<file path="src/hdl/frb_pkg.sv">
`default_nettype none

package frb_pkg;

  // Field and register widths
  localparam int CNT_W     = 16;
  localparam int MIN_REQ_W = 16;
  localparam int WORD_W    = 32;
  localparam int THR_W     = 8;
  localparam int MAXIDX_W  = 5;
  localparam int MULT_W    = 8;
  localparam int PCT_W     = 7;
  localparam int CFG_IDX_W = 2;
  localparam int CFG_DAT_W = 8;

  // Fibonacci lookup
  localparam int FIB_DEPTH          = 48;
  localparam int FIB_IDX_W          = 6;
  localparam int FIB_INDEX_LIMIT_DEF = 24;

  // Scale constants
  localparam int MS_PER_SEC   = 1000;
  localparam int MS_W         = 10;
  localparam int PERCENT_BASE = 100;

  // Shared divider widths
  localparam int DIV_NUM_W = 40;
  localparam int DIV_DEN_W = 32;

  // Configuration register indexes
  localparam logic [CFG_IDX_W-1:0] CFG_NOTIFY_THR = 2'd0;
  localparam logic [CFG_IDX_W-1:0] CFG_MAX_FIB    = 2'd1;
  localparam logic [CFG_IDX_W-1:0] CFG_WAIT_MULT  = 2'd2;
  localparam logic [CFG_IDX_W-1:0] CFG_MIN_PCT    = 2'd3;

  // Configuration reset values
  localparam logic [THR_W-1:0]    NOTIFY_THR_RST = 8'd3;
  localparam logic [MAXIDX_W-1:0] MAX_FIB_RST    = 5'd7;
  localparam logic [MULT_W-1:0]   WAIT_MULT_RST  = 8'd1;
  localparam logic [PCT_W-1:0]    MIN_PCT_RST    = 7'd30;

  localparam logic [WORD_W-1:0] FIB_TABLE [FIB_DEPTH] = '{
    32'd0,          32'd1,          32'd1,          32'd2,
    32'd3,          32'd5,          32'd8,          32'd13,
    32'd21,         32'd34,         32'd55,         32'd89,
    32'd144,        32'd233,        32'd377,        32'd610,
    32'd987,        32'd1597,       32'd2584,       32'd4181,
    32'd6765,       32'd10946,      32'd17711,      32'd28657,
    32'd46368,      32'd75025,      32'd121393,     32'd196418,
    32'd317811,     32'd514229,     32'd832040,     32'd1346269,
    32'd2178309,    32'd3524578,    32'd5702887,    32'd9227465,
    32'd14930352,   32'd24157817,   32'd39088169,   32'd63245986,
    32'd102334155,  32'd165580141,  32'd267914296,  32'd433494437,
    32'd701408733,  32'd1134903170, 32'd1836311903, 32'd2971215073
  };

  typedef struct packed {
    logic                 func;
    logic                 tunnel_enabled;
    logic [MIN_REQ_W-1:0] min_delay_secs;
    logic [WORD_W-1:0]    random_value;
  } frb_in_t;

  typedef struct packed {
    logic              schedule;
    logic [WORD_W-1:0] delay_ms;
    logic              clear_cache;
    logic              notify_down;
    logic              notify_error;
    logic [CNT_W-1:0]  attempt_count;
  } frb_out_t;

  // Controller to datapath
  typedef struct packed {
    logic accept;
    logic fib_ld;
    logic mul1_ld;
    logic mul2_ld;
    logic pct_ld;
    logic div_start;
    logic div_sel_rem;
    logic minw_ld;
    logic delay_zero;
    logic delay_min;
    logic delay_add;
    logic out_ld;
  } frb_cmd_t;

  // Datapath to controller
  typedef struct packed {
    logic is_close;
    logic is_disabled;
    logic zero_max;
    logic min_ge_max;
    logic div_done;
  } frb_sts_t;

  typedef enum logic [3:0] {
    ST_IDLE,
    ST_CHECK,
    ST_FIB,
    ST_MUL1,
    ST_MUL2,
    ST_PCT,
    ST_DIVQ,
    ST_WAITQ,
    ST_MINW,
    ST_SPAN,
    ST_WAITR,
    ST_FINISH
  } frb_state_e;

endpackage

`default_nettype wire

</file>
<file path="src/hdl/frb_div.sv">
`default_nettype none

// Restoring divider, one quotient bit per cycle
module frb_div (
  input  wire logic                          clk_i,
  input  wire logic                          rst_ni,
  input  wire logic                          start_i,
  input  wire logic [frb_pkg::DIV_NUM_W-1:0] dividend_i,
  input  wire logic [frb_pkg::DIV_DEN_W-1:0] divisor_i,
  output logic                               busy_o,
  output logic                               done_o,
  output logic [frb_pkg::DIV_NUM_W-1:0]      quotient_o,
  output logic [frb_pkg::DIV_DEN_W-1:0]      remainder_o
);

  localparam int NUM_W = frb_pkg::DIV_NUM_W;
  localparam int DEN_W = frb_pkg::DIV_DEN_W;
  localparam int STEP_W = $clog2(NUM_W + 1);

  logic [STEP_W-1:0] step_q, step_d;
  logic              busy_q, busy_d;
  logic              done_q, done_d;
  logic [NUM_W-1:0]  quo_q, quo_d;
  logic [DEN_W-1:0]  rem_q, rem_d;
  logic [DEN_W-1:0]  den_q, den_d;

  logic [DEN_W:0]    rem_shift;
  logic [DEN_W:0]    rem_diff;
  logic              fits;

  // Shift in the next dividend bit and try to subtract
  always_comb begin
    rem_shift = {rem_q, quo_q[NUM_W-1]};
    rem_diff  = rem_shift - {1'b0, den_q};
    fits      = (rem_shift >= {1'b0, den_q});
  end

  always_comb begin
    step_d = step_q;
    busy_d = busy_q;
    done_d = 1'b0;
    quo_d  = quo_q;
    rem_d  = rem_q;
    den_d  = den_q;
    if (start_i) begin
      step_d = STEP_W'(NUM_W);
      busy_d = 1'b1;
      quo_d  = dividend_i;
      rem_d  = '0;
      den_d  = divisor_i;
    end else if (busy_q) begin
      quo_d  = {quo_q[NUM_W-2:0], fits};
      rem_d  = fits ? rem_diff[DEN_W-1:0] : rem_shift[DEN_W-1:0];
      step_d = step_q - STEP_W'(1);
      if (step_q == STEP_W'(1)) begin
        busy_d = 1'b0;
        done_d = 1'b1;
      end
    end
  end

  always_ff @(posedge clk_i or negedge rst_ni) begin
    if (!rst_ni) begin
      step_q <= '0;
      busy_q <= 1'b0;
      done_q <= 1'b0;
    end else begin
      step_q <= step_d;
      busy_q <= busy_d;
      done_q <= done_d;
    end
  end

  always_ff @(posedge clk_i) begin
    quo_q <= quo_d;
    rem_q <= rem_d;
    den_q <= den_d;
  end

  assign busy_o      = busy_q;
  assign done_o      = done_q;
  assign quotient_o  = quo_q;
  assign remainder_o = rem_q;

  // Remainder stays below the divisor once the pass ends
  a_rem_below_den: assert property (@(posedge clk_i) disable iff (!rst_ni)
    done_q |-> (rem_q < den_q))
    else $error("divider remainder not below divisor");

endmodule

`default_nettype wire

</file>
<file path="src/hdl/frb_datapath.sv">
`default_nettype none

module frb_datapath #(
  parameter int FIB_INDEX_LIMIT = frb_pkg::FIB_INDEX_LIMIT_DEF
) (
  input  wire logic                          clk_i,
  input  wire logic                          rst_ni,
  input  wire logic                          cfg_we_i,
  input  wire logic [frb_pkg::CFG_IDX_W-1:0] cfg_idx_i,
  input  wire logic [frb_pkg::CFG_DAT_W-1:0] cfg_data_i,
  input  wire frb_pkg::frb_in_t              in_data_i,
  input  wire frb_pkg::frb_cmd_t             cmd_i,
  output frb_pkg::frb_sts_t                  sts_o,
  output frb_pkg::frb_out_t                  out_data_o
);

  localparam int CNT_W  = frb_pkg::CNT_W;
  localparam int WORD_W = frb_pkg::WORD_W;
  localparam int NUM_W  = frb_pkg::DIV_NUM_W;
  localparam int MS_W   = frb_pkg::MS_W;
  localparam int TBL_W  = frb_pkg::FIB_IDX_W;
  localparam int IDX_W  = $clog2(FIB_INDEX_LIMIT + 1);
  localparam int P1_W   = WORD_W + frb_pkg::MULT_W;
  localparam int P2_W   = P1_W + MS_W;
  localparam int REQ_W  = frb_pkg::MIN_REQ_W + MS_W;

  // Configuration registers
  logic [frb_pkg::THR_W-1:0]    thr_q;
  logic [frb_pkg::MAXIDX_W-1:0] max_fib_q;
  logic [frb_pkg::MULT_W-1:0]   mult_q;
  logic [frb_pkg::PCT_W-1:0]    pct_q;

  always_ff @(posedge clk_i or negedge rst_ni) begin
    if (!rst_ni) begin
      thr_q     <= frb_pkg::NOTIFY_THR_RST;
      max_fib_q <= frb_pkg::MAX_FIB_RST;
      mult_q    <= frb_pkg::WAIT_MULT_RST;
      pct_q     <= frb_pkg::MIN_PCT_RST;
    end else if (cfg_we_i) begin
      case (cfg_idx_i)
        frb_pkg::CFG_NOTIFY_THR: thr_q     <= cfg_data_i[frb_pkg::THR_W-1:0];
        frb_pkg::CFG_MAX_FIB:    max_fib_q <= cfg_data_i[frb_pkg::MAXIDX_W-1:0];
        frb_pkg::CFG_WAIT_MULT:  mult_q    <= cfg_data_i[frb_pkg::MULT_W-1:0];
        frb_pkg::CFG_MIN_PCT:    pct_q     <= cfg_data_i[frb_pkg::PCT_W-1:0];
        default: ;
      endcase
    end
  end

  // Attempt counter: clear on close, saturating increment on failure
  logic [CNT_W-1:0] cnt_q, cnt_d;

  always_comb begin
    cnt_d = cnt_q;
    if (cmd_i.accept) begin
      if (in_data_i.func) begin
        cnt_d = '0;
      end else if (cnt_q != '1) begin
        cnt_d = cnt_q + CNT_W'(1);
      end
    end
  end

  always_ff @(posedge clk_i or negedge rst_ni) begin
    if (!rst_ni) begin
      cnt_q <= '0;
    end else begin
      cnt_q <= cnt_d;
    end
  end

  // Hold the accepted item
  logic                          func_q;
  logic                          en_q;
  logic [frb_pkg::MIN_REQ_W-1:0] min_req_q;
  logic [WORD_W-1:0]             rnd_q;

  always_ff @(posedge clk_i) begin
    if (cmd_i.accept) begin
      func_q    <= in_data_i.func;
      en_q      <= in_data_i.tunnel_enabled;
      min_req_q <= in_data_i.min_delay_secs;
      rnd_q     <= in_data_i.random_value;
    end
  end

  // Clamp the count to the configured and the built-in index limits
  logic [CNT_W-1:0] clamp_a, clamp_b;
  logic [IDX_W-1:0] fib_idx;

  always_comb begin
    clamp_a = (cnt_q > CNT_W'(max_fib_q)) ? CNT_W'(max_fib_q) : cnt_q;
    clamp_b = (clamp_a > CNT_W'(FIB_INDEX_LIMIT)) ? CNT_W'(FIB_INDEX_LIMIT) : clamp_a;
    fib_idx = IDX_W'(clamp_b);
  end

  // Window arithmetic in stages loaded by the controller commands
  logic [WORD_W-1:0] fib_q;
  logic [P1_W-1:0]   prod1_q;
  logic [P2_W-1:0]   prod2;
  logic [WORD_W-1:0] maxw_q;
  logic [NUM_W-1:0]  pprod_q;
  logic [REQ_W-1:0]  req_ms_q;
  logic [WORD_W-1:0] minw_q;
  logic [WORD_W-1:0] delay_q;

  logic [WORD_W-1:0] pmin;
  logic [WORD_W-1:0] req_ms_w;
  logic [WORD_W-1:0] span;

  logic              div_busy;
  logic              div_done;
  logic [NUM_W-1:0]  div_num;
  logic [WORD_W-1:0] div_den;
  logic [NUM_W-1:0]  div_quo;
  logic [WORD_W-1:0] div_rem;

  assign prod2    = P2_W'(prod1_q) * P2_W'(frb_pkg::MS_PER_SEC);
  assign pmin     = (div_quo[NUM_W-1:WORD_W] != '0) ? '1 : div_quo[WORD_W-1:0];
  assign req_ms_w = WORD_W'(req_ms_q);
  assign span     = maxw_q - minw_q;

  always_ff @(posedge clk_i) begin
    if (cmd_i.fib_ld) begin
      fib_q <= frb_pkg::FIB_TABLE[TBL_W'(fib_idx)];
    end
    if (cmd_i.mul1_ld) begin
      prod1_q <= P1_W'(fib_q) * P1_W'(mult_q);
    end
    if (cmd_i.mul2_ld) begin
      maxw_q <= (prod2[P2_W-1:WORD_W] != '0) ? '1 : prod2[WORD_W-1:0];
    end
    if (cmd_i.pct_ld) begin
      pprod_q  <= NUM_W'(pct_q) * NUM_W'(maxw_q);
      req_ms_q <= REQ_W'(min_req_q) * REQ_W'(frb_pkg::MS_PER_SEC);
    end
    if (cmd_i.minw_ld) begin
      minw_q <= (pmin > req_ms_w) ? pmin : req_ms_w;
    end
    if (cmd_i.delay_zero) begin
      delay_q <= '0;
    end else if (cmd_i.delay_min) begin
      delay_q <= minw_q;
    end else if (cmd_i.delay_add) begin
      delay_q <= minw_q + div_rem;
    end
  end

  // Shared divider: percentage scaling first, then jitter modulo the span
  always_comb begin
    if (cmd_i.div_sel_rem) begin
      div_num = NUM_W'(rnd_q);
      div_den = span;
    end else begin
      div_num = pprod_q;
      div_den = WORD_W'(frb_pkg::PERCENT_BASE);
    end
  end

  frb_div u_div (
    .clk_i      (clk_i),
    .rst_ni     (rst_ni),
    .start_i    (cmd_i.div_start),
    .dividend_i (div_num),
    .divisor_i  (div_den),
    .busy_o     (div_busy),
    .done_o     (div_done),
    .quotient_o (div_quo),
    .remainder_o(div_rem)
  );

  always_comb begin
    sts_o.is_close    = func_q;
    sts_o.is_disabled = !en_q;
    sts_o.zero_max    = (maxw_q == '0);
    sts_o.min_ge_max  = (minw_q >= maxw_q);
    sts_o.div_done    = div_done;
  end

  // Output register
  logic sched;
  assign sched = !func_q && en_q;

  always_ff @(posedge clk_i) begin
    if (cmd_i.out_ld) begin
      out_data_o.schedule      <= sched;
      out_data_o.delay_ms      <= delay_q;
      out_data_o.clear_cache   <= sched &&
                                  ((cnt_q > CNT_W'(1)) || (cnt_q >= CNT_W'(thr_q)));
      out_data_o.notify_down   <= sched && (cnt_q == CNT_W'(thr_q));
      out_data_o.notify_error  <= sched && (cnt_q != CNT_W'(thr_q));
      out_data_o.attempt_count <= cnt_q;
    end
  end

  a_no_restart: assert property (@(posedge clk_i) disable iff (!rst_ni)
    cmd_i.div_start |-> !div_busy)
    else $error("divider started while busy");

  a_jitter_in_window: assert property (@(posedge clk_i) disable iff (!rst_ni)
    cmd_i.delay_add |-> (minw_q < maxw_q) && (div_rem < span))
    else $error("jittered delay outside the wait window");

endmodule

`default_nettype wire

</file>
<file path="src/hdl/frb_ctrl.sv">
`default_nettype none

module frb_ctrl (
  input  wire logic              clk_i,
  input  wire logic              rst_ni,
  input  wire logic              in_valid_i,
  input  wire logic              out_stall_i,
  input  wire frb_pkg::frb_sts_t sts_i,
  output logic                   in_stall_o,
  output logic                   out_valid_o,
  output frb_pkg::frb_cmd_t      cmd_o
);

  frb_pkg::frb_state_e state_q, state_d;
  logic                out_valid_q, out_valid_d;
  logic                slot_free;

  assign slot_free = !out_valid_q || !out_stall_i;

  // Next state
  always_comb begin
    state_d = state_q;
    case (state_q)
      frb_pkg::ST_IDLE: begin
        if (in_valid_i) state_d = frb_pkg::ST_CHECK;
      end
      frb_pkg::ST_CHECK: begin
        if (sts_i.is_close || sts_i.is_disabled) state_d = frb_pkg::ST_FINISH;
        else state_d = frb_pkg::ST_FIB;
      end
      frb_pkg::ST_FIB:  state_d = frb_pkg::ST_MUL1;
      frb_pkg::ST_MUL1: state_d = frb_pkg::ST_MUL2;
      frb_pkg::ST_MUL2: state_d = frb_pkg::ST_PCT;
      frb_pkg::ST_PCT:  state_d = frb_pkg::ST_DIVQ;
      frb_pkg::ST_DIVQ: state_d = frb_pkg::ST_WAITQ;
      frb_pkg::ST_WAITQ: begin
        if (sts_i.div_done) state_d = frb_pkg::ST_MINW;
      end
      frb_pkg::ST_MINW: state_d = frb_pkg::ST_SPAN;
      frb_pkg::ST_SPAN: begin
        if (sts_i.zero_max || sts_i.min_ge_max) state_d = frb_pkg::ST_FINISH;
        else state_d = frb_pkg::ST_WAITR;
      end
      frb_pkg::ST_WAITR: begin
        if (sts_i.div_done) state_d = frb_pkg::ST_FINISH;
      end
      frb_pkg::ST_FINISH: begin
        if (slot_free) state_d = frb_pkg::ST_IDLE;
      end
      default: state_d = frb_pkg::ST_IDLE;
    endcase
  end

  // Commands
  always_comb begin
    cmd_o      = '0;
    in_stall_o = 1'b1;
    case (state_q)
      frb_pkg::ST_IDLE: begin
        in_stall_o   = 1'b0;
        cmd_o.accept = in_valid_i;
      end
      frb_pkg::ST_CHECK: begin
        cmd_o.delay_zero = sts_i.is_close || sts_i.is_disabled;
      end
      frb_pkg::ST_FIB:  cmd_o.fib_ld  = 1'b1;
      frb_pkg::ST_MUL1: cmd_o.mul1_ld = 1'b1;
      frb_pkg::ST_MUL2: cmd_o.mul2_ld = 1'b1;
      frb_pkg::ST_PCT:  cmd_o.pct_ld  = 1'b1;
      frb_pkg::ST_DIVQ: cmd_o.div_start = 1'b1;
      frb_pkg::ST_WAITQ: ;
      frb_pkg::ST_MINW: cmd_o.minw_ld = 1'b1;
      frb_pkg::ST_SPAN: begin
        cmd_o.div_sel_rem = 1'b1;
        if (sts_i.zero_max) begin
          cmd_o.delay_zero = 1'b1;
        end else if (sts_i.min_ge_max) begin
          cmd_o.delay_min = 1'b1;
        end else begin
          cmd_o.div_start = 1'b1;
        end
      end
      frb_pkg::ST_WAITR: begin
        cmd_o.div_sel_rem = 1'b1;
        cmd_o.delay_add   = sts_i.div_done;
      end
      frb_pkg::ST_FINISH: cmd_o.out_ld = slot_free;
      default: ;
    endcase
  end

  // Result slot: fill on load, drain when taken
  always_comb begin
    out_valid_d = out_valid_q;
    if (cmd_o.out_ld) begin
      out_valid_d = 1'b1;
    end else if (out_valid_q && !out_stall_i) begin
      out_valid_d = 1'b0;
    end
  end

  always_ff @(posedge clk_i or negedge rst_ni) begin
    if (!rst_ni) begin
      state_q     <= frb_pkg::ST_IDLE;
      out_valid_q <= 1'b0;
    end else begin
      state_q     <= state_d;
      out_valid_q <= out_valid_d;
    end
  end

  assign out_valid_o = out_valid_q;

  a_no_overwrite: assert property (@(posedge clk_i) disable iff (!rst_ni)
    cmd_o.out_ld |-> (!out_valid_q || !out_stall_i))
    else $error("result overwritten while still pending");

  a_valid_from_load: assert property (@(posedge clk_i) disable iff (!rst_ni)
    $rose(out_valid_q) |-> $past(cmd_o.out_ld))
    else $error("result valid without a load");

endmodule

`default_nettype wire

</file>
<file path="src/hdl/fibonacci_reconnect_backoff.sv">
`default_nettype none

// Reconnect backoff engine. Each item is a failure event (func 0) or a tunnel
// close (func 1); each gives exactly one result item. A failure bumps the
// saturating attempt count and, with the tunnel enabled, picks a delay in the
// window [max(min_delay, percent of max), F(index) * multiplier * 1000 ms)
// using the random word as jitter, or the minimum if that window is empty, or
// zero if the max is zero. One item is in work at a time; the result register
// lets the next item enter while a result waits to be taken. For a scheduled
// reconnect the shared 40-step restoring divider runs once to scale the
// percentage minimum and once more for the jitter modulo when jitter applies.
// Configuration registers (index 0 notify threshold, 1 max Fibonacci index,
// 2 multiplier in seconds, 3 minimum percent) are to be written by the user
// only while the engine is idle; the block itself does not enforce this.
module fibonacci_reconnect_backoff #(
  parameter int FIB_INDEX_LIMIT = frb_pkg::FIB_INDEX_LIMIT_DEF
) (
  input  wire logic                          clk_i,
  input  wire logic                          rst_ni,
  input  wire logic                          cfg_we_i,
  input  wire logic [frb_pkg::CFG_IDX_W-1:0] cfg_idx_i,
  input  wire logic [frb_pkg::CFG_DAT_W-1:0] cfg_data_i,
  input  wire logic                          in_valid_i,
  output logic                               in_stall_o,
  input  wire frb_pkg::frb_in_t              in_data_i,
  output logic                               out_valid_o,
  input  wire logic                          out_stall_i,
  output frb_pkg::frb_out_t                  out_data_o
);

  frb_pkg::frb_cmd_t cmd;
  frb_pkg::frb_sts_t sts;

  frb_ctrl u_ctrl (
    .clk_i      (clk_i),
    .rst_ni     (rst_ni),
    .in_valid_i (in_valid_i),
    .out_stall_i(out_stall_i),
    .sts_i      (sts),
    .in_stall_o (in_stall_o),
    .out_valid_o(out_valid_o),
    .cmd_o      (cmd)
  );

  frb_datapath #(
    .FIB_INDEX_LIMIT(FIB_INDEX_LIMIT)
  ) u_datapath (
    .clk_i     (clk_i),
    .rst_ni    (rst_ni),
    .cfg_we_i  (cfg_we_i),
    .cfg_idx_i (cfg_idx_i),
    .cfg_data_i(cfg_data_i),
    .in_data_i (in_data_i),
    .cmd_i     (cmd),
    .sts_o     (sts),
    .out_data_o(out_data_o)
  );

endmodule

`default_nettype wire

</file>
<file path="config.mk">
export PLATFORM = sky130hd
export DESIGN_NAME = fibonacci_reconnect_backoff
export DESIGN_NICKNAME = d
export VERILOG_FILES = /design/src/hdl/frb_pkg.sv /design/src/hdl/frb_div.sv /design/src/hdl/frb_datapath.sv /design/src/hdl/frb_ctrl.sv /design/src/hdl/fibonacci_reconnect_backoff.sv
export SDC_FILE = /design/constraint.sdc
export NUM_CORES = 2
export LEC_CHECK = 0
export ABC_AREA = 1
export BUFFER_PORTS_ARGS = -buffer_cell sky130_fd_sc_hd__buf_4
export CORE_UTILIZATION = 59
export CTS_CLUSTER_DIAMETER = 40
export CTS_CLUSTER_SIZE = 10
export DETAILED_ROUTE_END_ITERATION = 7
export PLACE_DENSITY = 0.79
export SLEW_MARGIN = 20
export SYNTH_ARGS = -nofsm -noshare
export SYNTH_HDL_FRONTEND = slang
export SYNTH_SLANG_ARGS = --single-unit
</file>
<file path="constraint.sdc">
create_clock -name clk_i -period 5 [get_ports clk_i]
set_clock_uncertainty 0.1 [all_clocks]
set_input_delay 1.25 -clock clk_i [delete_from_list [all_inputs] [get_ports clk_i]]
set_output_delay 1.25 -clock clk_i [all_outputs]
set_load 0.03 [all_outputs]
</file>
==> run_results.csv <==
group,metric,value,unit
worst_hold_path,holdCritPathClass,"flop to flop",
timing,relSlewSlack,0.258,
global_route,grt_pass1_wl,207,mm
drt,drtIter0Drc,3290,
timing,worst_slack,-0.0441,ns
timing,setup_viol,2,
timing,tightest_slew,1.11,ns
synth,netlist_area,46500,sq um
power,vdd_drop_max,1.16,mV
global_route,grt_max_degree,80,
placed_design,dp_cells,6950,
timing,post-route-min-period,5.04,ns
synth,ys_warn_count,0,
clocking,tritoncts,"done",
clocking,hold_buffers,0,
run,max-cap-violations,0,
clocking,cts_sinks,471,
clocking,h-tree-depth,3,
global_route,gr-total-overflow,0,
power,power_density,638,nW/um^2
synth,syn_inst,5683,
synth,avgSynthCellArea,8.19,sq um
timing,hold_viol,0,
drt,postRouteAntennaNets,0,
timing,period_share,1.01,
die,io_pins,119,
critical_path,cp_data_required_time,5.26,ns
synth,yosysMostFrequentCell,"nand2_1",
critical_path,cp_data_arrival_time,5.30,ns
synth,synth_ff_type,"edfxtp_1",
synth,synth-seq-area-share,0.284,
die,core,77700,sq um
worst_hold_path,holdCritStartpoint,"u_datapath.delay_q[19]$_SDFFE_PP0P_",
clocking,clk_path_buf_depth,3,
drt,drc,0,
layout,area_growth,18.5,%
layout,layout.nets,6951,
synth,synth_edf_count,350,
synth,synth_cell_type_count,64,
timing,slew_viol_final,0,
power,p_total,0.0352,W
critical_path,path_class,"flop to flop",
global_route,antenna_found_initial,0,
placed_design,placement.io_buffers,118,
synth,synth_top_area_frac,0.226,
synth,ys_seq_elements,471,
clocking,cts_root_buffer,"clkbuf_16",
layout,diodes,0,
clocking,path_clk_slew,0.05,ns
critical_path,start_kind,"flop",
critical_path,crit_start,"u_datapath.pct_q[2]$_DFFE_PN1P_",
placed_design,gp_congestion,1.03,
synth,async_reset_ff_frac,0.121,
critical_path,crit_fanout,4,
synth,ys_top_cells_by_count,"nand2_1 (1435), inv_1 (1085), fa_1 (434), ha_1 (394), edfxtp_1 (350)",
timing,max_clock_freq,0.198,GHz
layout,stdcell_count,7167,
drt,wirelength,136,mm
die,start_util,0.599,
critical_path,reg2reg_from,"u_datapath.pct_q[2]$_DFFE_PN1P_",
status,status,"complete, but fails checks",
placed_design,post-place-ws,-0.179,ns
drt,avgRoutedWirePerCell,19.0,um
die,die_width,283,um
synth,synth_top_cell_by_area,"edfxtp_1",
synth,synth_area_leaders,"edfxtp_1 (23%), fa_1 (19%), nand2_1 (12%), ha_1 (11%), inv_1 (8.8%)",
clocking,cts-buffers-inserted,82,
status,violations,"negative setup slack",
critical_path,end_kind,"flop",
global_route,grt_pass1_vias,39000,
drt,num_vias,40100,
die,die_y,283,um
die,rows,102,
global_route,grt_use_total,0.333,
placed_design,dpl.hpwl,105,mm
drt,firstDrtPassIters,6,
timing,final.setup.tns,-0.0519,ns
layout,layout-drive-gt1-share,0.159,
power,power.leakage,26.8,nW
die,die_area,80000,sq um
timing,rsz0062_at_grt,"true",
drt,vias_per_cell,5.60,
clocking,clk_latency,0.63,ns
[registers in the layout, summed over array words and instances, names as in the netlist, 8 cells and up]
register	flops
u_datapath.mult_q	8
u_datapath.fib_q	21
u_datapath.delay_q	32
u_datapath.u_div.remainder_o	32
u_datapath.maxw_q	30
u_datapath.prod1_q	31
u_datapath.out_data_o	52
u_datapath.pprod_q	39
u_datapath.cnt_q	16
u_datapath.thr_q	8
u_datapath.min_req_q	16
u_datapath.minw_q	32
u_datapath.u_div.den_q	32
u_datapath.rnd_q	32
u_datapath.u_div.quotient_o	40
u_datapath.req_ms_q	23
[metal layers]
metal / up-vias / routed length (um) / GRT usage
met2: 1671 / 66900 / 0.568
met1: 19200 / 52500 / 0.415
met3: 384 / 9100 / 0.0416
met5: - / 0 / 0
met4: 0 / 7930 / 0.176
li1: 18800 / - / -
[area by class of cell]
class | count | area, sq um
Clock buffer | 108 | 2280
Clock inverter | 45 | 596
Fill cell | 5783 | 22600
Inverter | 1101 | 4140
Multi-Input combinational cell | 3955 | 30000
Sequential cell | 471 | 13200
Tap cell | 1040 | 1300
Timing Repair Buffer | 447 | 3640
[cells by family (layout without fill, tap and decap cells)]
group,after synthesis,count (layout),synth area share
and+or+nand+nor,2230,2230,0.201
buffers and inverters,1259,1701,0.106
adders and majority gates,828,828,0.293
AOI/OAI and AO/OA,746,746,0.0884
DFF,471,471,0.284
xor gates and xnor gates,148,148,0.0279
other,1,3,0.0000806
[worst paths after layout]
check                                                            to  slack, ns  cells after the start
worst min register to register  u_datapath.out_data_o[38]$_DFFE_PP_       0.33                      0
worst max register to register     u_datapath.pprod_q[35]$_DFFE_PP_      -0.04                     18
min in group asynchronous          u_datapath.mult_q[7]$_DFFE_PN0P_       0.63                      1
worst min-delay path            u_datapath.out_data_o[38]$_DFFE_PP_       0.33                      0
worst max-delay path               u_datapath.pprod_q[35]$_DFFE_PP_      -0.04                     18
max in group asynchronous           u_datapath.pct_q[5]$_DFFE_PN0P_       3.56                      1
[where the power goes]
part	switching [W]	leakage [nW]	internal [W]
clock	0.00208	1.39	0.00373
combinational	0.0136	21.2	0.0106
sequential	0.0000627	4.19	0.00512
[critical path, stage by stage (launching register included)]
cell,delay (ns)
dfstp_2,0.59
buf_4,0.18
buf_4,0.13
nand2_1,0.07
fa_1,0.47
fa_1,0.50
inv_1,0.06
fa_1,0.53
fa_1,0.56
ha_2,0.31
a21oi_1,0.16
inv_1,0.12
a31oi_1,0.24
buf_4,0.20
o21a_4,0.15
o21ai_2,0.08
nand2_1,0.08
nand3_1,0.08
xor2_1,0.15
[layout by cell type, fill, tap and decap left out, drive strengths merged, types with 35 or more instances in the layout]
cell    instances
ha            394
fa            434
a21oi         323
nand4          42
inv          1114
nor2          322
o21ai         280
clkbuf        112
xor2           91
edfxtp        350
xnor2          57
nand2        1459
dfxtp          64
nor3           50
dfrtp          47
nand3         305
buf           443
a31oi          35
[metrics by stage]
step	util	instance area [sq um]	hold WS, ns
floorplan	-	46500	0.303
global placement	0.645	50100	0.314
detailed placement	0.645	50100	0.314
CTS	0.683	53100	0.329
global route	0.710	55100	0.334
finish	0.710	55100	0.328
[what timing repair did]
item | 4_1_cts | 5_1_grt
resized for setup | 28 | 362
buffers inserted | 4 | 54
gates cloned | 0 | 6
endpoints found under the setup margin | 52 | 67
pin swaps | 0 | 84
(Power assumes the default switching activity.)
